`config.mk`:
```
export PLATFORM = sky130hd
export DESIGN_NAME = trilin_lerp
export DESIGN_NICKNAME = d
export VERILOG_FILES = /design/src/rtl/trilin_pkg.sv /design/src/rtl/trilin_lerp.sv
export SDC_FILE = /design/constraint.sdc
export NUM_CORES = 1
export LEC_CHECK = 0
export ABC_AREA = 1
export BUFFER_PORTS_ARGS = -buffer_cell sky130_fd_sc_hd__clkbuf_2
export CORE_MARGIN = 3
export CORE_UTILIZATION = 45
export CTS_BUF_LIST = sky130_fd_sc_hd__clkbuf_4
export DETAILED_ROUTE_END_ITERATION = 10
export PLACE_DENSITY = 0.68
export SYNTH_ARGS = -nofsm -noshare
export SYNTH_HDL_FRONTEND = slang
export SYNTH_SLANG_ARGS = --single-unit
export TNS_END_PERCENT = 20
```
`constraint.sdc`:
```
create_clock -name clock -period 6 [get_ports clock]
set_input_delay 0.3 -clock clock [delete_from_list [all_inputs] [get_ports clock]]
set_output_delay 0.3 -clock clock [all_outputs]
set_load 0.05 [all_outputs]
```
`src/rtl/trilin_pkg.sv`:
```
package trilin_pkg;

   // Sample and weight formats (signed 16.0 integer samples, unsigned 0.16 fixed point weights)
   localparam int DATA_WIDTH = 16;
   localparam int FRAC_BITS  = 16;

   // Product of a 17-bit corner difference and a 17-bit non-negative weight
   localparam int PROD_WIDTH = DATA_WIDTH + FRAC_BITS + 1;

   // Two register stages per axis, three axes
   localparam int LERP_STAGES = 2;
   localparam int STAGE_COUNT = 3 * LERP_STAGES;

   // Lanes on the first axis, then on the second
   localparam int X_LANES = 4;
   localparam int Y_LANES = 2;

   typedef logic signed [DATA_WIDTH-1:0] sample_type;
   typedef logic        [FRAC_BITS-1:0]  weight_type;

   // Load enables for the two register stages of one interpolation lane
   typedef struct packed {
      logic mult;
      logic sum;
   } lerp_en_type;

endpackage

```
`src/rtl/trilin_lerp.sv`:
```
module trilin_lerp (
   input  logic                    clock,
   input  trilin_pkg::lerp_en_type en,
   input  trilin_pkg::sample_type  lo,
   input  trilin_pkg::sample_type  hi,
   input  trilin_pkg::weight_type  weight,
   output trilin_pkg::sample_type  result
);
   import trilin_pkg::*;

   // lo*(1-w) + hi*w is computed as lo*2^16 + (hi-lo)*w
   logic signed [DATA_WIDTH:0]   diff;
   logic signed [PROD_WIDTH:0]   prod_full;
   logic signed [PROD_WIDTH-1:0] prod_in;
   logic signed [PROD_WIDTH-1:0] prod_ff;
   sample_type                   lo_ff;
   logic signed [PROD_WIDTH-1:0] sum;
   sample_type                   result_in;
   sample_type                   result_ff;

   // Multiply stage
   always_comb begin
      diff      = {hi[DATA_WIDTH-1], hi} - {lo[DATA_WIDTH-1], lo};
      prod_full = diff * $signed({1'b0, weight});
      prod_in   = prod_full[PROD_WIDTH-1:0];
   end

   always_ff @(posedge clock) begin
      if (en.mult) begin
         prod_ff <= prod_in;
         lo_ff   <= lo;
      end
   end

   // Add the scaled low sample, then arithmetic shift by the fraction width
   always_comb begin
      sum       = {lo_ff[DATA_WIDTH-1], lo_ff, {FRAC_BITS{1'b0}}} + prod_ff;
      result_in = sum[FRAC_BITS+DATA_WIDTH-1:FRAC_BITS];
   end

   always_ff @(posedge clock) begin
      if (en.sum) begin
         result_ff <= result_in;
      end
   end

   assign result = result_ff;

endmodule

```
==> results, run 1 <==
- The run finished, with violations left.
- The final reports fail on setup timing.
- The cell count after placement is 2304.
- The mean area per synthesized cell is 8.13 um2.
- The Yosys step of the flow raised 0 warnings.
- The met2 layer wire length in the routed design is 19.0 mm.
- The number of detailed-route iterations in the first pass is 6.
- After legalization and detailed placement, the total HPWL measured 34.6 mm.
- The die covers 0.0320 mm2.
- The total met3 wirelength after detailed routing is ~3 mm.
- The total of buffers placed on input and output ports is between 60 and 70.
- The tightest min-delay check is of the in -> reg type.
- The path length in cells of the critical path is 35.
- The register clock-pin slew on the reported worst setup and hold paths is 0.15 ns.
- The count of pins over their slew limit came to 0.
- Of the total synthesized cell area, the portion taken by full adders, half adders and majority gates is roughly half.
- The number of different library cells in the post-synthesis netlist is 44.
- Counting along the longest clock path gives a buffer depth of 2.
- The root buffer cell is clkbuf_4.
- In the synthesized netlist, the number of instances is 1656.
- Setup repair after global routing could not meet its margin everywhere.
- The number of buffers added by the clock tree synthesis step is 5.
- In this run the worst path has a maximum fanout of 5.
- The worst setup path is of the in -> reg kind.
- Using the TritonRoute via totals, the vias-per-cell ratio works out to 5.08.
- The post-synthesis register bit count is 48.
- The critical path startpoint is hi[0].
- The arrival time of data at the critical path endpoint is 6.68 ns.
- The clock tree from TritonCTS is done.
- CTS built an H-tree with a depth of 2.
- The tightest slew margin relative to the limit is 46.3%.
- Counting I/O delays and the setup requirement, the final critical path takes ~6.5 ns.
- The count of nets after finishing is 2375.
- The overall track demand over capacity in global routing is 26.0%.
- In this run, synthesis inferred 48 flip-flops with an integrated enable.
- The number of ports placed on the die boundary is 67.
- After synthesis, flip-flops and latches occupy 10.7% of the total area.
- The hold violation total from the final report was 0.
- After the flow finishes, the layout carries non-filler instances totaling 2333.
- For the final database, setup skew stands at 0.00731 ns.
- The reg-to-reg setup timing slack is approximately 3.7 ns.
- The x dimension of the die is 179 um.
- After global routing the overflow that remains totals 0.
- The beginning of the worst register-to-register path is lo_ff[0].
- After floorplanning, the core was divided into 62 placement rows.
- The area of the mapped netlist is 0.0135 mm2.
- The clock network latency to the later pin of the worst-skew pair is approximately 0.36 ns.
- Summing over every cut layer, the via total after detailed routing is ~12000.
- The largest net degree at the start of global routing is 33.
- Measured along the y axis, the die boundary spans ~180 um.
- The final layout contains routed wiring with a total length of 40.4 mm.
- The worst path buffer plus inverter count is 11.
- Broken down by cell family, the worst path's largest delay share belongs to adder cells.
- The share of flip-flops with an asynchronous set or reset is 0%.
- STA classifies the critical path startpoint as a primary input.
- Compared with the post-synthesis result, the final layout area differs by 26.7%.
- The count of clock tree sinks is 48.
- Once detail routing completed, the nets flagged for antenna violations numbered 0.
- Of the cells placed in the final design, the portion with a size suffix greater than 1 is 25.9%.
- The critical path ends at prod_ff[28].
- The synthesized netlist devotes 5.13% of its cell area to compound gates.
- After synthesis, the largest family of logic cells by area is adder cells.
- The effective utilization at floorplan is 46.3%.
- In this run the critical register-to-register path is captured at result[8].
- In the final routing, the length of wire on met1 measures about 16 mm.
- Setup violations remaining at the end of the flow were counted as 16.
- The transition time at the pin with the least slew margin is 0.805 ns.
- The worst setup path is captured at a register.
- The initial antenna violation count is 0.
- Among all flip-flop cells after synthesis, the most frequent one is edfxtp_1.
- The number of nets in the synthesized netlist is 2083.
- Of the total synthesized cell area, the portion taken by XOR and XNOR cells is 3.23%.
- The number of DRC violations after detailed-routing iteration 0 is ~820.
- The congestion estimate from routability-driven global placement came to 1.01.
- The worst path uses 109% of the clock period.
- On the worst path, the slowest cell contributes a delay of 0.55 ns.
- The tool flagged a number of max-cap violations equal to 0.
- The maximum clock frequency is between 150 and 200 MHz.
- After detailed routing, the average wire length per cell comes to 17.3 um.
- The setup slack at placement is -1.19 ns.
- Counting cells, the worst reg-to-reg path comes to 10.
- The post-detailed-route DRC marker count is 0.
- The global-route wire length before repair is 64.4 mm.
- The via count of the first global-routing pass came to ~13000.
- For the worst setup path, the data required time is 6.14 ns.
- The antenna cell count is 0.
- The mux cell area share after synthesis is 0%.
- The slowest stage of the critical path belongs to the cell fa_1.
- After layout, the worst setup slack is -0.539 ns.
- The area of the core region is 0.0291 mm2.
- The uppermost signal routing layer after detailed routing is met4.
- The synthesized netlist devotes between 15 and 20% of its cell area to simple gates.
-- through the flow --
stage	TNS, ns	instance area [um2]	hold slack [ns]	util (%)
3_3_place_gp	-15.66	16100	0.498	55.3
5_1_grt	-10.25	17100	0.0977	58.7
6_report	-6.54	17100	0.114	58.7
2_1_floorplan	-3.53	13600	0.399	-
3_5_place_dp	-17.17	16100	0.498	55.3
4_1_cts	-5.81	16900	0.123	58.0
-- cells by family (layout without fill, tap and decap cells) --
group / after synthesis / count (layout)
and+or+nand+nor: 575 / 575
buffers and inverters: 491 / 784
adders and majority gates: 376 / 376
AOI/OAI and AO/OA: 118 / 118
xor gates and xnor gates: 48 / 48
DFF: 48 / 48
-- timing repair --
action,CTS,global route
pin swaps,75,18
buffers inserted,16,6
gates resized for setup,134,43
hold buffers,0,0
endpoints found under the setup margin,16,16
-- worst min-delay path by stage --
stage	endpoint	slack, ns	cells after the start	start
2_1_floorplan	lo_ff[0]	0.40	0	lo[0]
3_3_place_gp	lo_ff[2]	0.50	1	lo[2]
3_5_place_dp	lo_ff[2]	0.50	1	lo[2]
4_1_cts	lo_ff[6]	0.12	1	lo[6]
5_1_grt	lo_ff[0]	0.1	1	lo[0]
6_report	lo_ff[0]	0.11	1	lo[0]
-- area by class of cell --
| class | instances | area, um2 |
|---|---|---|
| clock buffer | 5 | 37.5 |
| clock inverter | 3 | 46.3 |
| fill | 2556 | 12000 |
| inverter | 458 | 1720 |
| multi-input combinational | 1117 | 11000 |
| sequential | 48 | 1440 |
| tap | 384 | 480 |
| timing repair buffer | 318 | 2380 |
-- Yosys cell counts, types with 3 or more instances --
cell type,number,area share (%)
a21o_1,7,0.39
a21oi_1,58,2.2
a31o_2,5,0.33
a31oi_1,3,0.14
buf_2,3,0.11
buf_4,3,0.17
clkbuf_1,25,0.70
clkinv_1,7,0.20
edfxtp_1,48,11
fa_1,260,39
ha_1,116,11
inv_1,446,12
inv_2,5,0.14
nand2_1,265,7.4
nand2_2,5,0.23
nand3_1,94,3.5
nand4_1,7,0.33
nor2_1,177,4.9
nor3_1,9,0.33
o21ai_0,26,0.97
o21bai_1,5,0.28
o22ai_1,4,0.19
o31ai_1,3,0.17
or2_1,3,0.14
or2_2,6,0.28
xnor2_1,9,0.59
xor2_1,37,2.4
-- layer usage --
metal / GRT usage [%] / vias up
met1: 33.3 / 5721
met4: 10.3 / 0
met3: 3.83 / 122
met5: 0 / -
met2: 44.5 / 499
li1: - / 5504
-- layout by cell type, fill, tap and decap left out, drive strengths merged, types with 2 or more instances in the layout --
cell type / count
nand4: 7
inv: 452
a21boi: 2
nand3: 95
o21ai: 27
clkinv: 7
buf: 254
o22ai: 4
xnor2: 10
clkbuf: 69
or2: 10
o21bai: 6
o31ai: 3
nand2: 271
a31o: 5
xor2: 38
nand3b: 2
a31oi: 4
fa: 260
a21o: 7
ha: 116
nor3: 9
edfxtp: 48
nor2: 177
a21oi: 58
-- sequential cells by signal (all words and copies together), names as in the netlist --
register / flops
prod_ff: 16
result: 16
lo_ff: 16
Power of run 1 is not shown: default switching activity piles up to over one toggle a cycle in this logic, so the estimate is an artifact.
==> run 2: changes to the inputs <==
Settings changed: BUFFER_PORTS_ARGS -buffer_cell sky130_fd_sc_hd__clkbuf_2 to not set, DONT_BUFFER_PORTS set to 1, PLACE_DENSITY 0.68 to 0.66.
==> run 2 against run 1 <==
The run still ends with setup timing left. Final area shrank 3.3%. Global-route usage decreased by 0.69 points. Via count shrank 3.1%. Non-clock buffer count decreased by 88. Critical endpoint is now prod_ff[30].
==> results, run 2 (same netlist as run 1, synthesis figures left out) <==
- The tightest min-delay check is of the in -> reg type.
- The HPWL after detailed placement is 34.0 mm (-1.9%).
- The total of buffers placed on input and output ports came to 0 (-100%).
- The startpoint identified for the worst register-to-register timing path is lo_ff[0].
- The kind of start point of the critical path is a primary input.
- The via count is 11482 (-3.1%).
- The overall die area is 0.0320 mm2 (unchanged).
- STA classifies the critical path endpoint as a register.
- The via count of the first global-routing pass is 12269 (-3.6%).
- The setup slack after layout is -0.322 ns (+0.217 ns).
- The number of ports placed on the die boundary is 67 (unchanged).
- The overall track demand over capacity in global routing is 25.3% (-0.69 points).
- The number of buffers added by the clock tree synthesis step is 5 (unchanged).
- The maximum net fanout on the critical path is 4 (-1).
- The startpoint identified for the worst hold timing path is en[1].
- The count of clock tree sinks came to 48 (unchanged).
- The count of H-tree levels built during CTS is 2 (unchanged).
- The number of DRC violations after detailed-routing iteration 0 came to 743 (-8.8%).
- The count of pins over their slew limit came to 0 (unchanged).
- TritonCTS built the clock tree.
- The placement-stage cell area is 0.0154 mm2 (-4.0%).
- The count of nets after finishing is 2287 (-3.7%).
- The antenna cell count is 0 (unchanged).
- The number of setup violations in the final report is 16 (unchanged).
- The number of vias per cell after detailed routing is 5.11 (+0.73%).
- The overall routed net length is 39.2 mm (-2.9%).
- The number of violations of the max-capacitance limit is 0 (unchanged).
- The hold violation total from the final report is 0 (unchanged).
- The buffer depth of the longest clock path is 2 (unchanged).
- The library cells used most frequently in the layout, excluding fill and tap cells, are 429 x inv_1, 247 x fa_1, 246 x nand2_1.
- The area growth from synthesis to layout is 22.5%.
- The post-detailed-route DRC marker count was 0 (unchanged).
- The transition time at the pin with the least slew margin is 0.756 ns (-0.0495 ns).
- The weighted congestion reported at the end of routability-driven placement is 0.959 (-4.8%).
- The number of inserted filler cells in the final layout is 2596 (+1.6%).
- The register clock-pin slew on the reported worst setup and hold paths came to 0.15 ns (about the same).
- The maximum clock frequency came to 158 MHz (+3.4%).
- The global-route wire length before repair came to 62.8 mm (-2.6%).
- The root buffer cell is clkbuf_4.
- The arrival time of data at the critical path endpoint is 6.47 ns (-0.21 ns).
- The largest net degree at the start of global routing was 33 (unchanged).
- The routed length per placed instance is 17.5 um (+0.95%).
- The initial antenna violation count is 1 (+1).
- The tightest slew margin relative to the limit is 49.5% (+3.1 points).
- The number of detailed-route iterations in the first pass is 5 (-1).
- The portion of the clock cycle consumed by the worst path in the final layout is 105% (-3.6 points).
- The data required time at the worst endpoint is 6.15 ns (about the same).
- The final reports fail on setup timing.
- The number of nets with antenna violations after detailed routing came to 0 (unchanged).
- The cell row count is 62 (unchanged).
- The leftover overflow at the end of global routing is 0 (unchanged).
- The area of the core region was 0.0291 mm2 (unchanged).
- The critical path in this run is classified as in -> reg.
- The effective utilization at floorplan came to 46.3% (unchanged).
- The post-layout minimum cycle time is 6.32 ns (-0.217 ns).
- The largest individual stage delay along the critical path comes from the cell fa_1.
- Setup repair after global routing could not meet its margin everywhere.
- The clock network latency to the later pin of the worst-skew pair was 0.37 ns (about the same).
- The die extent in y came to 179 um (unchanged).
- The peak per-stage delay on the critical path is 0.55 ns (about the same).
- The largest clock skew in the final design came to 0.0118 ns (+0.00449 ns).
- In this run the worst setup path begins at lo[5].
- The flow ran to the end, but the final reports show violations.
- The most common library cell in the layout ignoring fill and taps is inv_1.
- The fraction of layout instances using a drive strength above 1 is 20.8% (-5.1 points).
- The final design instance area without fill is 0.0165 mm2 (-3.3%).
- The x dimension of the die is 179 um (unchanged).
## run 2: changes by cell type in the layout (fill, tap and decap cells not counted), sizes merged
cell | previous run | this run
buf | 254 | 213
bufinv | 1 | 2
clkbuf | 69 | 5
clkinvlp | 1 | 0
dlygate4sd3 | 0 | 17
## run 2: worst max-delay path: cells and delay by family
kind | cells | cell delay (ns)
adder cells (fa/ha/maj) | 8 | 3.58
AO/OA/AOI/OAI | 5 | 0.67
XOR/XNOR | 1 | 0.15
buffers and inverters | 10 | 0.85
AND/OR/NAND/NOR | 10 | 0.94
## run 2: final timing paths
kind / to / slack (ns) / cells after the start
hold reg to reg: result[0] / 0.57 / 1
hold / removal: prod_ff[18] / 0.04 / 0
setup reg to reg: result[8] / 3.64 / 10
setup / recovery: prod_ff[30] / -0.32 / 34
## run 2: area by class of cell
type	count	area (um2)	area share (%)
Tap cell	384	480	2.91
Multi-Input combinational cell	1117	10900	65.8
Inverter	458	1730	10.5
Timing Repair Buffer	230	1880	11.4
Clock buffer	5	37.5	0.227
Sequential cell	48	1440	8.73
Clock inverter	3	68.8	0.417
## run 2: per-layer routing
layer	share of wire, %	vias up	track usage [%]
li1	-	5324	-
met1	41	5671	31.8
met2	50	399	45.5
met3	6.8	86	4.15
met4	2.9	2	6.10
met5	0.033	-	0
## run 2: timing repair
action	in CTS	in global routing
cloned	0	0
gates resized for setup	102	55
setup buffers	11	8
pin swaps	46	33
hold endpoints to repair	8	24
endpoints found under the setup margin	16	16
hold buffers	8	9
## run 2: stage by stage
step | TNS (ns) | setup WS (ns) | hold slack [ns] | util [%] | instances
after floorplan | -3.53 | -0.321 | 0.399 | - | 1656
after global placement | -12.86 | -0.917 | 0.399 | 53.1 | 2201
after detailed placement | -13.42 | -0.959 | 0.399 | 53.1 | 2201
after CTS | -2.43 | -0.282 | 0.00132 | 55.5 | 2228
after global routing | -7.45 | -0.568 | 0.000137 | 56.7 | 2245
final | -3.86 | -0.322 | 0.0357 | 56.7 | 2245
Power of run 2 is left out for the same reason.
==> run 3: changes to the inputs <==
Settings changed: PLACE_DENSITY 0.66 to 0.64.
Clock period 6 ns to 7.24 ns, I/O delays scaled along.
==> run 3 against run 2 <==
The flow now finishes without violations. Critical endpoint unchanged. Register-to-register slack gained 1.3 ns. First-iteration DRC count is 0.67% lower. Count of clock-buffer cells in the layout unchanged. Flip-flop and latch count did not move. Final area shrank 13%. Critical path depth decreased by 6. Global-route usage fell by 0.58 points. Via count is 6.3% lower.
==> results, run 3 (same netlist as run 1, synthesis figures left out) <==
- The most common library cell in the layout ignoring fill and taps is inv_1.
- The register clock-pin slew on the reported worst setup and hold paths came to 0.15 ns (about the same).
- The flow ran to the end, and the final reports show no timing, DRC or antenna violations.
- The number of nets with antenna violations after detailed routing was 0 (unchanged).
- The reg-to-reg setup timing slack is 4.96 ns (+1.32 ns).
- The overall routed net length was 38.1 mm (-2.8%).
- The hold buffer count at cts is 0 (-8).
- The worst-case hold slack was 0.0612 ns (+0.0254 ns).
- The number of ports placed on the die boundary is 67 (unchanged).
- The count of H-tree levels built during CTS is 2 (unchanged).
- The HPWL after detailed placement is 33.8 mm (-0.52%).
- The portion of the clock cycle consumed by the worst path in the final layout is between 90% and 100%.
- The hold violation total from the final report is 0 (unchanged).
- The maximum net fanout on the critical path came to 8 (+4).
- The via count of the first global-routing pass is 11545 (-5.9%).
- The number of DRC violations after detailed-routing iteration 0 is 738 (-0.67%).
- The post-CTS setup repair buffer count was 0 (-11).
- The count of clock tree sinks came to 48 (unchanged).
- The cell row count is 62 (unchanged).
- The maximum clock frequency is roughly 150 MHz.
- The global-route wire length before repair came to 60.9 mm (-3.0%).
- In the layout the commonest cells are 446 x inv_1, 265 x nand2_1, 260 x fa_1.
- The count of nets after finishing is 2130 (-6.9%).
- The number of detailed-route iterations in the first pass is 4 (-1).
- The terminating pin of the worst hold path is lo_ff[3].
- The initial antenna violation count is 0 (-1).
- The kind of end point of the critical path is a register.
- The buffer depth of the longest clock path is 2 (unchanged).
- The largest net degree at the start of global routing was 33 (unchanged).
- The overall die area is 0.0320 mm2 (unchanged).
- The beginning of the worst register-to-register path is prod_ff[16].
- The routed length per placed instance is 18.3 um (+4.5%).
- The area of the core region is 0.0291 mm2 (unchanged).
- The effective utilization at floorplan is 46.3% (unchanged).
- The count of pins over their slew limit is 0 (unchanged).
- In this run the worst hold path is classified as in -> reg.
- The via count is 10757 (-6.3%).
- The data required time at the worst endpoint is 7.39 ns (+1.24 ns).
- The worst path in the final design needs a cycle of 6.85 ns, including I/O delays and setup.
- The path length in cells of the critical path is 28 (-18%).
- The transition time at the pin with the least slew margin was 0.611 ns (-0.144 ns).
- Setup repair after global routing left no endpoint under its margin.
- The setup slack after layout is 0.390 ns (+0.712 ns).
- The cell family contributing the most delay on the critical path is adder cells.
- The critical path in this run is classified as in -> reg.
- The kind of start point of the critical path is a primary input.
- The die extent in y is 179 um (unchanged).
- In this run the critical register-to-register path is captured at result[8].
- The clock network latency to the later pin of the worst-skew pair is 0.38 ns (about the same).
- The fraction of layout instances using a drive strength above 1 is 6.40% (-14 points).
- The hold path depth is 0 (unchanged).
- The number of violations of the max-capacitance limit is 0 (unchanged).
- The number of setup violations in the final report came to 0 (-16).
- The x dimension of the die is 179 um (unchanged).
- The leftover overflow at the end of global routing came to 0 (unchanged).
- The area growth from synthesis to layout is 7.07%.
- The weighted congestion reported at the end of routability-driven placement came to 0.972 (+1.3%).
- The arrival time of data at the critical path endpoint came to 7.00 ns (+0.53 ns).
- The post-detailed-route DRC marker count is 0 (unchanged).
- The total of buffers placed on input and output ports is 0 (unchanged).
- The peak per-stage delay on the critical path is 0.54 ns (about the same).
- The tightest slew margin relative to the limit is 59.2% (+9.7 points).
- TritonCTS built the clock tree.
- The final-layout setup total negative slack came to 0 ns (+3.86 ns).
- The largest clock skew in the final design was 0.0109 ns (-0.000890 ns).
- The number of buffers added by the clock tree synthesis step is 5 (unchanged).
- The overall track demand over capacity in global routing is 24.7% (-0.58 points).
- The worst path buffer plus inverter count is 6 (-4).
- The setup slack at placement came to -0.0156 ns (+0.944 ns).
- The final design utilization is 49.6% (-7.2 points).
- The number of vias per cell after detailed routing was 5.15 (+0.68%).
- The origin of the worst min-delay path is lo[3].
- The root buffer cell is clkbuf_4.
- On the critical path, the stage with the largest delay is an instance of fa_1.
- The worst reg2reg path depth came to 10 (unchanged).
[run 3: how the worst max path moves through the flow]
stage | startpoint | to | slack, ns
3_3_place_gp | lo[6] | prod_ff[26] | -0.03
6_report | lo[4] | prod_ff[30] | 0.39
5_1_grt | hi[0] | prod_ff[31] | 0.03
2_1_floorplan | hi[0] | prod_ff[31] | 0.65
3_5_place_dp | hi[0] | prod_ff[26] | -0.02
4_1_cts | hi[0] | prod_ff[26] | 0.40
[run 3: cell type report]
class | instances | area [um2]
Tap cell | 384 | 480
Timing Repair Buffer | 73 | 548
Clock buffer | 5 | 37.5
Inverter | 458 | 1720
Antenna cell | 1 | 2.50
Multi-Input combinational cell | 1117 | 10200
Clock inverter | 3 | 26.3
Sequential cell | 48 | 1440
Fill cell | 2846 | 14700
[run 3: routing by layer]
layer  vias up  part of all wire, %  track usage (%)
met5         -                    0                0
met4         0                  3.2             7.79
met3        60                  7.7             4.89
met2       365                   47             41.5
met1      5325                   42             32.4
li1       5007                    -                -
[run 3: through the flow]
step                      cell area, um2  cells
after floorplan                    13500   1656
after global placement             14300   2080
after detailed placement           14300   2080
after CTS                          14400   2088
after global routing               14400   2088
final                              14400   2089
[run 3: timing repair]
item,4_1_cts,5_1_grt
gates resized for setup,0,1
hold endpoints to repair,0,0
setup endpoints to repair,0,1
Power of run 3 is left out for the same reason.
